<file path="config.mk">
export PLATFORM = sky130hd
export DESIGN_NAME = dhcp_option_parser_core_flat
export DESIGN_NICKNAME = d
export VERILOG_FILES = /design/src/design/dop_pkg.sv /design/src/design/dop_in_if.sv /design/src/design/dop_out_if.sv /design/src/design/dop_parse.sv /design/src/design/dop_outq.sv /design/src/design/dhcp_option_parser_core.sv /design/src/flat_wrapper.sv
export SDC_FILE = /design/constraint.sdc
export NUM_CORES = 1
export LEC_CHECK = 0
export ABC_AREA = 1
export BUFFER_PORTS_ARGS = -buffer_cell sky130_fd_sc_hd__buf_2
export CAP_MARGIN = 20
export CORE_ASPECT_RATIO = 1.5
export CORE_MARGIN = 2
export CORE_UTILIZATION = 60
export DETAILED_ROUTE_END_ITERATION = 10
export MAX_ROUTING_LAYER = met4
export PLACE_DENSITY = 0.9
export RECOVER_POWER = 25
export SLEW_MARGIN = 20
export SYNTH_ARGS = -nofsm -noshare
export SYNTH_HDL_FRONTEND = slang
export SYNTH_HIERARCHICAL = 1
export SYNTH_SLANG_ARGS = --single-unit
</file>
<file path="constraint.sdc">
create_clock -name clk -period 9.1 [get_ports clk]
set_input_delay 1.82 -clock clk [delete_from_list [all_inputs] [get_ports clk]]
set_output_delay 1.82 -clock clk [all_outputs]
set_load 0.02 [all_outputs]
</file>
<file path="src/design/dop_pkg.sv">
// Shared types and constants for the DHCP option parser.
package dop_pkg;

    localparam int OPTION_AREA_BYTES_DEF = 312;
    localparam int MIN_PACKET_BYTES_DEF  = 300;

    localparam int unsigned HEADER_BYTES = 236;
    localparam logic [31:0] COOKIE_WORD  = 32'h6382_5363;

    localparam int Q_DEPTH = 4;

    // result kinds
    localparam logic [4:0] KIND_OP        = 5'd0;
    localparam logic [4:0] KIND_XID       = 5'd4;
    localparam logic [4:0] KIND_SECS      = 5'd5;
    localparam logic [4:0] KIND_FLAGS     = 5'd6;
    localparam logic [4:0] KIND_CIADDR    = 5'd7;
    localparam logic [4:0] KIND_COOKIE    = 5'd11;
    localparam logic [4:0] KIND_MASK      = 5'd12;
    localparam logic [4:0] KIND_ROUTER    = 5'd13;
    localparam logic [4:0] KIND_DNS       = 5'd14;
    localparam logic [4:0] KIND_HOST_BYTE = 5'd15;
    localparam logic [4:0] KIND_DOM_BYTE  = 5'd16;
    localparam logic [4:0] KIND_MSGTYPE   = 5'd17;
    localparam logic [4:0] KIND_UNKNOWN   = 5'd18;
    localparam logic [4:0] KIND_END       = 5'd19;

    // option codes
    localparam logic [7:0] OPT_PAD     = 8'd0;
    localparam logic [7:0] OPT_MASK    = 8'd1;
    localparam logic [7:0] OPT_ROUTER  = 8'd3;
    localparam logic [7:0] OPT_DNS     = 8'd6;
    localparam logic [7:0] OPT_HOST    = 8'd12;
    localparam logic [7:0] OPT_DOMAIN  = 8'd15;
    localparam logic [7:0] OPT_MSGTYPE = 8'd53;
    localparam logic [7:0] OPT_END     = 8'd255;

    typedef struct packed {
        logic [4:0]  kind;
        logic [31:0] value;
        logic        string_end;
        logic        status;
        logic        is_dhcp;
        logic        last_of_run;
    } res_t;

    // up to two results caused by one byte: a parse result and the end record
    typedef struct packed {
        logic v0;
        res_t r0;
        logic v1;
        res_t r1;
    } res_pair_t;

endpackage

</file>
<file path="src/design/dop_in_if.sv">
// Byte request channel into the parser.
interface dop_in_if;
    logic       valid;
    logic       ready;
    logic [7:0] data_byte;
    logic       last_byte;

    modport source (output valid, output data_byte, output last_byte, input ready);
    modport sink   (input valid, input data_byte, input last_byte, output ready);
endinterface

</file>
<file path="src/design/dop_out_if.sv">
// Result request channel out of the parser.
interface dop_out_if;
    logic        valid;
    logic        ready;
    logic [4:0]  kind;
    logic [31:0] value;
    logic        string_end;
    logic        status;
    logic        is_dhcp;
    logic        last_of_run;

    modport source (output valid, output kind, output value, output string_end,
                    output status, output is_dhcp, output last_of_run, input ready);
    modport sink   (input valid, input kind, input value, input string_end,
                    input status, input is_dhcp, input last_of_run, output ready);
endinterface

</file>
<file path="src/design/dop_parse.sv">
// Parse state registers and per-byte result logic.
module dop_parse #(
    parameter int OPTION_AREA_BYTES = dop_pkg::OPTION_AREA_BYTES_DEF,
    parameter int MIN_PACKET_BYTES  = dop_pkg::MIN_PACKET_BYTES_DEF
) (
    input  logic               clk,
    input  logic               rst_n,
    input  logic               accept,
    input  logic [7:0]         data_byte,
    input  logic               last_byte,
    output dop_pkg::res_pair_t results
);
    import dop_pkg::*;

    typedef enum logic [6:0] {
        PH_HEADER = 7'b0000001,
        PH_COOKIE = 7'b0000010,
        PH_TYPE   = 7'b0000100,
        PH_LEN    = 7'b0001000,
        PH_DATA   = 7'b0010000,
        PH_DONE   = 7'b0100000,
        PH_IGNORE = 7'b1000000
    } phase_t;

    localparam logic [8:0] AREA_INIT = 9'(OPTION_AREA_BYTES);
    localparam logic [10:0] MIN_LEN  = 11'(MIN_PACKET_BYTES);

    logic [9:0]  bp_reg, bp_next;
    phase_t      phase_reg, phase_next;
    logic [7:0]  code_reg, code_next;
    logic [7:0]  obl_reg, obl_next;
    logic        acc_ok_reg, acc_ok_next;
    logic [31:0] acc_reg, acc_next;
    logic [8:0]  area_reg, area_next;
    logic        dhcp_reg, dhcp_next;
    logic        trunc_reg, trunc_next;

    logic [8:0]  area_dec;
    logic [7:0]  obl_dec;
    phase_t      phase_after;
    logic [31:0] acc_shift;
    logic        end_trunc;

    always_comb
    begin
        area_dec    = (area_reg != 9'd0) ? area_reg - 9'd1 : area_reg;
        obl_dec     = (obl_reg != 8'd0) ? obl_reg - 8'd1 : obl_reg;
        phase_after = (area_dec == 9'd0) ? PH_DONE : PH_TYPE;
        acc_shift   = {acc_reg[23:0], data_byte};

        bp_next     = bp_reg;
        phase_next  = phase_reg;
        code_next   = code_reg;
        obl_next    = obl_reg;
        acc_ok_next = acc_ok_reg;
        acc_next    = acc_reg;
        area_next   = area_reg;
        dhcp_next   = dhcp_reg;
        trunc_next  = trunc_reg;
        results     = '0;
        end_trunc   = 1'b0;

        case (phase_reg)
            PH_HEADER:
            begin
                acc_next = acc_shift;
                if (bp_reg <= 10'd3)
                begin
                    results.v0       = 1'b1;
                    results.r0.kind  = KIND_OP + 5'(bp_reg);
                    results.r0.value = {24'd0, data_byte};
                end
                else if (bp_reg == 10'd7)
                begin
                    results.v0       = 1'b1;
                    results.r0.kind  = KIND_XID;
                    results.r0.value = acc_shift;
                end
                else if (bp_reg == 10'd9 || bp_reg == 10'd11)
                begin
                    results.v0       = 1'b1;
                    results.r0.kind  = (bp_reg == 10'd9) ? KIND_SECS : KIND_FLAGS;
                    results.r0.value = {16'd0, acc_shift[15:0]};
                end
                else if (bp_reg == 10'd15 || bp_reg == 10'd19 ||
                         bp_reg == 10'd23 || bp_reg == 10'd27)
                begin
                    results.v0       = 1'b1;
                    results.r0.kind  = KIND_CIADDR + 5'((bp_reg - 10'd15) >> 2);
                    results.r0.value = acc_shift;
                end
                if (bp_reg >= 10'(HEADER_BYTES - 1))
                    phase_next = PH_COOKIE;
            end
            PH_COOKIE:
            begin
                acc_next  = acc_shift;
                area_next = area_dec;
                if (bp_reg >= 10'(HEADER_BYTES + 3))
                begin
                    if (acc_shift == COOKIE_WORD)
                    begin
                        results.v0       = 1'b1;
                        results.r0.kind  = KIND_COOKIE;
                        results.r0.value = COOKIE_WORD;
                        phase_next       = phase_after;
                    end
                    else
                        phase_next = PH_IGNORE;
                end
            end
            PH_TYPE:
            begin
                area_next = area_dec;
                if (data_byte == OPT_PAD)
                    phase_next = phase_after;
                else if (data_byte == OPT_END)
                    phase_next = PH_DONE;
                else
                begin
                    code_next = data_byte;
                    if (data_byte == OPT_MSGTYPE)
                        dhcp_next = 1'b1;
                    if (area_dec == 9'd0)
                    begin
                        trunc_next = 1'b1;
                        phase_next = PH_DONE;
                    end
                    else
                        phase_next = PH_LEN;
                end
            end
            PH_LEN:
            begin
                area_next = area_dec;
                if ({1'b0, data_byte} > area_dec)
                begin
                    trunc_next = 1'b1;
                    phase_next = PH_DONE;
                end
                else
                begin
                    case (code_reg)
                        OPT_MASK:               acc_ok_next = (data_byte == 8'd4);
                        OPT_ROUTER, OPT_DNS:    acc_ok_next = (data_byte[1:0] == 2'd0);
                        OPT_HOST, OPT_DOMAIN:   acc_ok_next = 1'b1;
                        OPT_MSGTYPE:            acc_ok_next = (data_byte == 8'd1);
                        default:
                        begin
                            acc_ok_next      = 1'b0;
                            results.v0       = 1'b1;
                            results.r0.kind  = KIND_UNKNOWN;
                            results.r0.value = {24'd0, code_reg};
                        end
                    endcase
                    obl_next   = data_byte;
                    acc_next   = 32'd0;
                    phase_next = (data_byte == 8'd0) ? phase_after : PH_DATA;
                end
            end
            PH_DATA:
            begin
                area_next = area_dec;
                obl_next  = obl_dec;
                if (acc_ok_reg)
                begin
                    case (code_reg)
                        OPT_MASK, OPT_ROUTER, OPT_DNS:
                        begin
                            acc_next = acc_shift;
                            if (obl_dec[1:0] == 2'd0)
                            begin
                                results.v0       = 1'b1;
                                results.r0.kind  = (code_reg == OPT_MASK)   ? KIND_MASK :
                                                   (code_reg == OPT_ROUTER) ? KIND_ROUTER :
                                                                              KIND_DNS;
                                results.r0.value = acc_shift;
                            end
                        end
                        OPT_HOST, OPT_DOMAIN:
                        begin
                            results.v0            = 1'b1;
                            results.r0.kind       = (code_reg == OPT_HOST) ? KIND_HOST_BYTE
                                                                           : KIND_DOM_BYTE;
                            results.r0.value      = {24'd0, data_byte};
                            results.r0.string_end = (obl_dec == 8'd0);
                        end
                        OPT_MSGTYPE:
                        begin
                            results.v0       = 1'b1;
                            results.r0.kind  = KIND_MSGTYPE;
                            results.r0.value = {24'd0, data_byte};
                        end
                        default: ;
                    endcase
                end
                if (obl_dec == 8'd0)
                    phase_next = phase_after;
            end
            default: ;
        endcase

        if (bp_reg != 10'd1023)
            bp_next = bp_reg + 10'd1;

        if (last_byte)
        begin
            end_trunc = trunc_next || ({1'b0, bp_next} < MIN_LEN) ||
                        phase_next == PH_LEN || phase_next == PH_DATA;
            results.v1                = 1'b1;
            results.r1.kind           = KIND_END;
            results.r1.status         = end_trunc;
            results.r1.is_dhcp        = dhcp_next;
            results.r1.last_of_run    = 1'b1;

            bp_next     = 10'd0;
            phase_next  = PH_HEADER;
            code_next   = 8'd0;
            obl_next    = 8'd0;
            acc_ok_next = 1'b0;
            acc_next    = 32'd0;
            area_next   = AREA_INIT;
            dhcp_next   = 1'b0;
            trunc_next  = 1'b0;
        end
        else
            results.r0.last_of_run = 1'b1;
    end

    always_ff @(posedge clk or negedge rst_n)
    begin
        if (!rst_n)
        begin
            bp_reg     <= 10'd0;
            phase_reg  <= PH_HEADER;
            code_reg   <= 8'd0;
            obl_reg    <= 8'd0;
            acc_ok_reg <= 1'b0;
            acc_reg    <= 32'd0;
            area_reg   <= AREA_INIT;
            dhcp_reg   <= 1'b0;
            trunc_reg  <= 1'b0;
        end
        else if (accept)
        begin
            bp_reg     <= bp_next;
            phase_reg  <= phase_next;
            code_reg   <= code_next;
            obl_reg    <= obl_next;
            acc_ok_reg <= acc_ok_next;
            acc_reg    <= acc_next;
            area_reg   <= area_next;
            dhcp_reg   <= dhcp_next;
            trunc_reg  <= trunc_next;
        end
    end

endmodule

</file>
<file path="src/design/dop_outq.sv">
// Result queue: takes up to two results a cycle, hands out one.
module dop_outq (
    input  logic               clk,
    input  logic               rst_n,
    input  logic               push,
    input  dop_pkg::res_pair_t results,
    output logic               room,
    output logic               valid,
    input  logic               ready,
    output dop_pkg::res_t      head
);
    import dop_pkg::*;

    localparam int AW = $clog2(Q_DEPTH);

    res_t            q_reg [Q_DEPTH];
    logic [AW-1:0]   head_reg, tail_reg;
    logic [AW:0]     count_reg, count_next;
    logic [AW-1:0]   tail_plus1;
    logic [1:0]      n_push;
    logic            pop;
    res_t            wr_a;

    assign room       = (count_reg <= (AW+1)'(Q_DEPTH - 2));
    assign valid      = (count_reg != '0);
    assign head       = q_reg[head_reg];
    assign pop        = valid && ready;
    assign tail_plus1 = tail_reg + AW'(1);
    assign wr_a       = results.v0 ? results.r0 : results.r1;
    assign n_push     = push ? ({1'b0, results.v0} + {1'b0, results.v1}) : 2'd0;
    assign count_next = count_reg + (AW+1)'(n_push) - (AW+1)'(pop);

    always_ff @(posedge clk)
    begin
        if (n_push != 2'd0)
            q_reg[tail_reg] <= wr_a;
        if (n_push == 2'd2)
            q_reg[tail_plus1] <= results.r1;
    end

    always_ff @(posedge clk or negedge rst_n)
    begin
        if (!rst_n)
        begin
            head_reg  <= '0;
            tail_reg  <= '0;
            count_reg <= '0;
        end
        else
        begin
            if (pop)
                head_reg <= head_reg + AW'(1);
            tail_reg  <= tail_reg + AW'(n_push);
            count_reg <= count_next;
        end
    end

endmodule

</file>
<file path="src/design/dhcp_option_parser_core.sv">
// Top level of the BOOTP/DHCP option parser.
//
//  channel | dir | payload                                   | one request is
//  --------+-----+-------------------------------------------+-------------------
//  pkt     | in  | data_byte, last_byte                      | one packet byte
//  res     | out | kind, value, string_end, status, is_dhcp, | one parse result
//          |     | last_of_run                               |
//
// A byte is taken every cycle while the queue has room; its results are registered
// into a 4-entry queue. A byte gives at most two results (its own and the end
// record); pkt.ready drops only when the queue holds more than two results.
// Reset clears all parse state and empties the queue; no clearing pass follows.
module dhcp_option_parser_core #(
    parameter int OPTION_AREA_BYTES = dop_pkg::OPTION_AREA_BYTES_DEF,
    parameter int MIN_PACKET_BYTES  = dop_pkg::MIN_PACKET_BYTES_DEF
) (
    input  logic      clk,
    input  logic      rst_n,
    dop_in_if.sink    pkt,
    dop_out_if.source res
);
    import dop_pkg::*;

    res_pair_t results;
    res_t      head;
    logic      accept;
    logic      room;

    assign pkt.ready = room;
    assign accept    = pkt.valid && room;

    dop_parse #(
        .OPTION_AREA_BYTES (OPTION_AREA_BYTES),
        .MIN_PACKET_BYTES  (MIN_PACKET_BYTES)
    ) u_parse (
        .clk       (clk),
        .rst_n     (rst_n),
        .accept    (accept),
        .data_byte (pkt.data_byte),
        .last_byte (pkt.last_byte),
        .results   (results)
    );

    dop_outq u_outq (
        .clk     (clk),
        .rst_n   (rst_n),
        .push    (accept),
        .results (results),
        .room    (room),
        .valid   (res.valid),
        .ready   (res.ready),
        .head    (head)
    );

    assign res.kind        = head.kind;
    assign res.value       = head.value;
    assign res.string_end  = head.string_end;
    assign res.status      = head.status;
    assign res.is_dhcp     = head.is_dhcp;
    assign res.last_of_run = head.last_of_run;

endmodule

</file>
<file path="src/flat_wrapper.sv">
// flat-port wrapper written by rule: the top's interface ports become plain ports
module dhcp_option_parser_core_flat import dop_pkg::*;
#(
    parameter int OPTION_AREA_BYTES = dop_pkg::OPTION_AREA_BYTES_DEF,
    parameter int MIN_PACKET_BYTES  = dop_pkg::MIN_PACKET_BYTES_DEF
)
  (clk, rst_n, pkt_valid, pkt_data_byte, pkt_last_byte, pkt_ready, res_valid, res_kind, res_value, res_string_end, res_status, res_is_dhcp, res_last_of_run, res_ready);
  dop_in_if pkt_i ();
  dop_out_if res_i ();
  input  logic clk;
  input  logic rst_n;
  input wire logic [$bits(pkt_i.valid)-1:0] pkt_valid;
  input wire logic [$bits(pkt_i.data_byte)-1:0] pkt_data_byte;
  input wire logic [$bits(pkt_i.last_byte)-1:0] pkt_last_byte;
  output wire logic [$bits(pkt_i.ready)-1:0] pkt_ready;
  output wire logic [$bits(res_i.valid)-1:0] res_valid;
  output wire logic [$bits(res_i.kind)-1:0] res_kind;
  output wire logic [$bits(res_i.value)-1:0] res_value;
  output wire logic [$bits(res_i.string_end)-1:0] res_string_end;
  output wire logic [$bits(res_i.status)-1:0] res_status;
  output wire logic [$bits(res_i.is_dhcp)-1:0] res_is_dhcp;
  output wire logic [$bits(res_i.last_of_run)-1:0] res_last_of_run;
  input wire logic [$bits(res_i.ready)-1:0] res_ready;
  assign pkt_i.valid = pkt_valid;
  assign pkt_i.data_byte = pkt_data_byte;
  assign pkt_i.last_byte = pkt_last_byte;
  assign pkt_ready = pkt_i.ready;
  assign res_valid = res_i.valid;
  assign res_kind = res_i.kind;
  assign res_value = res_i.value;
  assign res_string_end = res_i.string_end;
  assign res_status = res_i.status;
  assign res_is_dhcp = res_i.is_dhcp;
  assign res_last_of_run = res_i.last_of_run;
  assign res_i.ready = res_ready;
  dhcp_option_parser_core #(.OPTION_AREA_BYTES(OPTION_AREA_BYTES), .MIN_PACKET_BYTES(MIN_PACKET_BYTES)) u_core (.clk(clk), .rst_n(rst_n), .pkt(pkt_i), .res(res_i));
endmodule
</file>
==> results of run 1 <==
## how the worst min path moves through the flow
stage	end	slack [ps]	cells past startpoint
after floorplan	u_core/u_outq/head_reg[1]	440	2
after global placement	u_core/u_outq/head_reg[1]	470	2
after detailed placement	u_core/u_outq/head_reg[1]	490	2
after CTS	u_core/u_outq/head_reg[1]	500	2
after global routing	u_core/u_outq/head_reg[1]	510	2
final	u_core/u_outq/head_reg[1]	480	2
## stage by stage
step | util | worst slack [ps] | cells | area, sq um
6_report | 0.6446 | 2825 | 2410 | 16150
3_5_place_dp | 0.6128 | 2910 | 2364 | 15350
2_1_floorplan | - | 4047 | 2119 | 15420
4_1_cts | 0.6419 | 3454 | 2405 | 16080
3_3_place_gp | 0.6128 | 3079 | 2364 | 15350
5_1_grt | 0.6446 | 2397 | 2410 | 16150
## cell usage in the layout (no fill, tap or decap), types with 3 or more instances in the layout
cell type | netlist | layout
o211ai_1 | 9 | 9
nand2_4 | 0 | 3
inv_2 | 9 | 9
a22oi_1 | 6 | 6
clkbuf_1 | 33 | 17
dfstp_2 | 5 | 5
o31ai_1 | 6 | 6
nor2_1 | 162 | 162
o21ai_0 | 167 | 169
nor4_1 | 3 | 3
clkbuf_16 | 0 | 23
edfxtp_1 | 164 | 164
nand2_1 | 670 | 666
a31oi_1 | 4 | 4
nand3_1 | 239 | 238
nor2_4 | 3 | 3
nor3_1 | 28 | 28
a21oi_1 | 21 | 21
nand2_2 | 4 | 5
buf_4 | 53 | 10
buf_2 | 57 | 48
o21ai_1 | 32 | 30
o2111ai_1 | 3 | 3
nand4_1 | 26 | 26
conb_1 | 1 | 37
clkinv_1 | 1 | 4
o22ai_1 | 15 | 15
or2_2 | 3 | 3
dfrtp_1 | 71 | 70
inv_1 | 224 | 224
xor2_1 | 10 | 10
nand3b_1 | 3 | 3
ha_1 | 19 | 19
## per-layer routing
metal | vias up | global-route usage
met4 | 0 | 0.1747
met3 | 195 | 0.03526
li1 | 6713 | -
met1 | 6476 | 0.3545
met5 | - | -
met2 | 799 | 0.5497
## logic make-up after synthesis
logic type                 count (synthesis)
other                                      1
xor gates and xnor gates                  11
AOI/OAI and AO/OA                        273
and+or+nand+nor                         1155
DFF                                      240
buffers and inverters                    383
adders and majority gates                 20
## power by group through the flow
stage | sequential [mW] | clock, mW | combinational, mW
6_report | 1.86 | 0.956 | 3.20
5_1_grt | 1.89 | 1.00 | 3.60
4_1_cts | 1.86 | 0.964 | 3.12
3_5_place_dp | 1.88 | 0 | 3.11
3_3_place_gp | 1.87 | 0 | 2.99
2_1_floorplan | 1.84 | 0 | 2.36
## layout make-up
type | instances | area, sq um | area share
multi-input combinational | 1496 | 6880 | 0.4261
sequential | 240 | 6837 | 0.4234
inverter | 234 | 878.3 | 0.05439
clock buffer | 32 | 629.4 | 0.03897
timing repair buffer | 71 | 411.6 | 0.02549
tap | 328 | 410.4 | 0.02541
clock inverter | 9 | 101.3 | 0.006276
## tightest hold or removal path, cell delays in order, from the launching register on
cell and delay (ps):
dfrtp_1 350, nand2_1 50, nand2_1 50
==> impl_metrics.csv, run 1 <==
group,metric,value,unit
run_status,status,"complete, but fails checks",
run_status,violations,"max-capacitance violations, max-slew violations",
yosys,synthCells,2083,
clock_network,cts_tree,"yes",
detailed_routing,vias_per_cell,5.885,
clock_network,cts_setup_buffers,0,
detailed_routing,firstDrtPassIters,7,
clock_network,clockBufferDepth,3,
final_layout,area_growth,5.640,%
grt,grt_pass1_vias,13480,
setup_path,cp_num_buf_inv,3,
sta,rsz0062_at_grt,"no",
detailed_routing,dr_total_vias,14180,
final_layout,fin_nets,2099,
floorplanning,dieWidth,134.3,um
power,leakagePower,7.430,nW
setup_path,slowest_stage,"clkbuf_1",
clock_network,hold_buffers,0,
worst_hold_path,worstHoldStart,"u_core/u_outq/head_reg[1]",
setup_path,path_delay_family,"buffers and inverters",
detailed_routing,avgRoutedWirePerCell,17.10,um
power,comb_power_share,0.532,
sta,slew_headroom,-1.408,
final_layout,drive_gt1_frac,0.06292,
floorplanning,core,0.02505,sq mm
placement,place.gp.congestion,1.022,
power,report.power.total,6.021,mW
power,ir_drop,0.0003473,V
yosys,ys_seq_area_frac,0.4470,
grt,grt_max_degree,126,
detailed_routing,met3_length,3.090,mm
yosys,yosys-top-cells-area,"edfxtp_1, nand2_1, dfrtp_1",
setup_path,criticalPathCategory,"reg2out",
setup_path,r2r-end,"u_core/u_outq/q_reg[2][16]",
yosys,synth-async-reset-ratio,0.3167,
sta,tns,0,ps
floorplanning,row_count,71,
worst_hold_path,worstHoldPathType,"reg2reg",
yosys,synth_top_area_share,0.3222,
grt,track_usage,0.3159,
yosys,synth_top_family_by_area,"simple AND/OR/NAND/NOR gates",
yosys,ys_seq_elements,240,
placement,io_buffers,55,
yosys,synth.largest_area_cell,"edfxtp_1",
run,cap_violations,3,
detailed_routing,drc,0,
sta,hold_ws,484.3,ps
detailed_routing,wl_met2,21.20,mm
setup_path,max_stage_delay,2570,ps
power,p_int,3.153,mW
power,switching_share,0.4763,
sta,min_period_over_period,0.6896,
sta,fin_crit,6275,ps
power,p_clk_frac,0.159,
yosys,synth_compound_area_frac,0.09757,
yosys,synth_edf_count,164,
final_layout,fillers,2103,
power,power_density,372.9,mW/mm^2
placement,hpwl,27.10,mm
sta,worst_pin_slew,3612,ps
yosys,ys_top_cells_by_count,"nand2_1, nand3_1, inv_1",
floorplanning,die_area,0.02680,sq mm
detailed_routing,wl_met1,14.41,mm
clock_network,clkTransAtPathRegs,70,ps
setup_path,worstPathArrival,4450,ps
floorplanning,io_pins,56,
floorplanning,fp.dieH,199.5,um
setup_path,worstReg2RegStart,"u_core/u_parse/area_reg[0]",
yosys,synthAdderAreaFrac,0.01686,
power,switching_power,2.868,mW
setup_path,crit_path_start_kind,"flip-flop",
yosys,syn_area,0.01529,sq mm
setup_path,path_max_fanout,77,
clock_network,cts_resized,0,
yosys,synthFlopType,"edfxtp_1",
setup_path,rr_worst_depth,20,
detailed_routing,top_layer,"met4",
yosys,yosys_warnings,6,
setup_path,path_cells,"inv_1 > clkbuf_1 > nor2_1 > o21ai_0 > nand2_1 > buf_2",
yosys,synthSimpleGateAreaFrac,0.3183,
clock_network,clkLatencyLatePin,530,ps
yosys,synth-xor-area-share,0.006303,
setup_path,critPathLaunch,"u_core/u_outq/head_reg[1]",
detailed_routing,dr.first_iter.drc_count,1644,
setup_path,worst_ep_required_time,7280,ps
sta,fin_skew,21.89,ps
detailed_routing,wirelength,41.20,mm
grt,antenna_found_initial,0,
setup_path,r2r_setup_slack,3630,ps
grt,grt.overflow.total,0,
detailed_routing,postRouteAntennaNets,0,
clock_network,numCtsBuffers,23,
sta,fmax,0.1594,GHz
setup_path,cp.depth,6,
final_layout,largest_reg_flops,164,
yosys,synth.most_common_cell,"nand2_1",
yosys,yosysUniqueCellTypes,52,
yosys,avgSynthCellArea,7.338,sq um
clock_network,cts-root-buf,"clkbuf_16",
floorplanning,start_util,0.6102,
setup_path,setup.worst_path.end_class,"output pin",
final_layout,diodes,0,
setup_path,timing.critical_path.to,"res_string_end",
sta,finalSetupViolCount,0,
clock_network,htree_levels,1,
grt,grt_pass1_wl,66.30,mm
yosys,synthMuxAreaShare,0,
power,seqPwrFrac,0.309,
sta,slew_violations,177,
clock_network,clock-sinks,240,
sta,final_hold_viol_count,0,
Note: power is estimated with default switching activity, not from simulation.
==> run 2: changes to the inputs <==
Settings changed: CORE_UTILIZATION 60 to 57, PLACE_DENSITY 0.9 to 0.89.
Clock period 9.1 ns to 5.3 ns, I/O delays scaled along.
==> impl_metrics.csv, run 2 (same netlist as run 1, synthesis figures left out) <==
group,metric,value,unit
run_status,status,"complete, but fails checks",
run_status,violations,"max-capacitance violations, max-slew violations",
detailed_routing,dr_total_vias,14360,
final_layout,final_common_cell,"nand2_1",
floorplanning,row_count,73,
final_layout,fin_util,0.6123,
clock_network,clockBufferDepth,3,
grt,grt_max_degree,83,
detailed_routing,wl_met2,21.22,mm
grt,track_usage,0.3107,
power,comb_power_share,0.526,
sta,min_period_over_period,0.9101,
power,power_density,638.8,mW/mm^2
clock_network,cts-root-buf,"clkbuf_16",
power,p_int,5.411,mW
grt,grt_pass1_wl,67.86,mm
detailed_routing,vias_per_cell,5.922,
setup_path,path_max_fanout,55,
setup_path,criticalPathCategory,"reg2out",
run,cap_violations,2,
final_layout,largest_reg_flops,164,
grt,antenna_found_initial,0,
clock_network,clkLatencyLatePin,540,ps
final_layout,area_growth,6.098,%
detailed_routing,avgRoutedWirePerCell,17.14,um
power,switching_share,0.4777,
setup_path,critPathLaunch,"u_core/u_outq/head_reg[0]",
sta,final_hold_viol_count,0,
setup_path,r2r_setup_slack,630,ps
detailed_routing,wl_met1,14.43,mm
floorplanning,core,0.02649,sq mm
placement,place.gp.congestion,0.9659,
setup_path,crit_path_start_kind,"flip-flop",
final_layout,layout_common_cells,"nand2_1, nand3_1, inv_1",
sta,rsz0062_at_grt,"no",
power,switching_power,4.949,mW
sta,tns,0,ps
clock_network,cts_tree,"yes",
floorplanning,start_util,0.5771,
clock_network,clkTransAtPathRegs,60,ps
power,leakagePower,7.476,nW
placement,place_area,0.01549,sq mm
final_layout,drive_gt1_frac,0.06705,
sta,worst_pin_slew,1801,ps
final_layout,fin_nets,2107,
floorplanning,io_pins,56,
worst_hold_path,worstHoldStart,"u_core/u_outq/head_reg[1]",
floorplanning,dieWidth,137.7,um
clock_network,cts_setup_buffers,0,
placement,io_buffers,55,
sta,fmax,0.2073,GHz
power,seqPwrFrac,0.313,
sta,finalSetupViolCount,0,
detailed_routing,postRouteAntennaNets,0,
worst_hold_path,worstHoldPathType,"reg2reg",
floorplanning,fp.dieH,204.6,um
detailed_routing,dr.first_iter.drc_count,1583,
detailed_routing,met3_length,3.545,mm
setup_path,worst_ep_required_time,4240,ps
sta,slew_headroom,-0.2006,
final_layout,diodes,0,
sta,fin_crit,4824,ps
final_layout,stdcell_area,0.01622,sq mm
setup_path,worstPathArrival,3760,ps
detailed_routing,firstDrtPassIters,8,
grt,grt_pass1_vias,14070,
detailed_routing,drc,0,
detailed_routing,top_layer,"met4",
detailed_routing,wirelength,41.55,mm
power,p_clk_frac,0.161,
grt,grt.overflow.total,0,
sta,slew_violations,73,
placement,hpwl,26.64,mm
setup_path,setup.worst_path.end_class,"output pin",
sta,fin_skew,9.885,ps
clock_network,htree_levels,1,
clock_network,hold_buffers,0,
clock_network,clock-sinks,240,
clock_network,cts_resized,0,
clock_network,numCtsBuffers,24,
setup_path,worstReg2RegStart,"u_core/u_parse/area_reg[0]",
power,ir_drop,0.0005148,V
floorplanning,die_area,0.02817,sq mm
final_layout,fillers,2277,
-- run 2: cell count changes in the layout (fill, tap and decap cells not counted), moves of 2 or more --
| cell | previous run | this run |
|---|---|---|
| buf_12 | 1 | 3 |
| clkbuf_16 | 23 | 25 |
| clkbuf_8 | 2 | 0 |
| clkbuf_1 | 17 | 12 |
| nand2_4 | 3 | 0 |
| buf_4 | 10 | 19 |
| nand2_2 | 5 | 8 |
-- run 2: area by class of cell --
cell class / instances / area (sq um) / share of cell area
clock buffer: 29 / 640.6 / 0.03950
clock inverter: 11 / 110.1 / 0.006789
inverter: 234 / 878.3 / 0.05416
multi-input combinational: 1496 / 6862 / 0.4231
sequential: 240 / 6833 / 0.4213
tap: 337 / 421.7 / 0.02600
timing repair buffer: 78 / 473.0 / 0.02916
-- run 2: worst max-delay path, cell delays in order (launching register included) --
cell and delay, ps:
dfrtp_1 1520, inv_1 300, clkbuf_2 650, o21ai_0 360, nand2_1 180, buf_2 200
-- run 2: routing by layer --
metal | track usage | vias to the layer above
met5 | - | -
met4 | 0.1808 | 0
met3 | 0.04306 | 212
met2 | 0.5318 | 851
met1 | 0.3424 | 6566
li1 | - | 6731
-- run 2: worst paths after layout --
path	endpoint	cells past startpoint
min in group asynchronous	u_core/u_parse/area_reg[1]	1
worst max-delay path	res_status	5
max in group asynchronous	u_core/u_outq/count_reg[0]	1
worst min-delay path	u_core/u_outq/head_reg[1]	2
worst max register to register	u_core/u_outq/q_reg[3][2]	22
worst min register to register	u_core/u_outq/head_reg[1]	2
-- run 2: metrics by stage --
step / std cells / power [mW] / setup WS (ps) / hold slack [ps]
after global placement: 2385 / 8.378 / 882.1 / 472.7
after floorplan: 2119 / 7.214 / 946.3 / 441.5
final: 2425 / 10.36 / 476.2 / 511.9
after detailed placement: 2385 / 8.589 / 762.7 / 491.7
after global routing: 2425 / 11.16 / 195.9 / 546.2
after CTS: 2425 / 10.28 / 729.8 / 510.1
-- run 2: power by group through the flow --
stage                     sequential, mW  combinational, mW  clock (mW)
after detailed placement            3.27               5.32           0
after global routing                3.29               6.12        1.75
after CTS                           3.23               5.37        1.68
after floorplan                     3.16               4.06           0
after global placement              3.25               5.13           0
final                               3.24               5.45        1.67
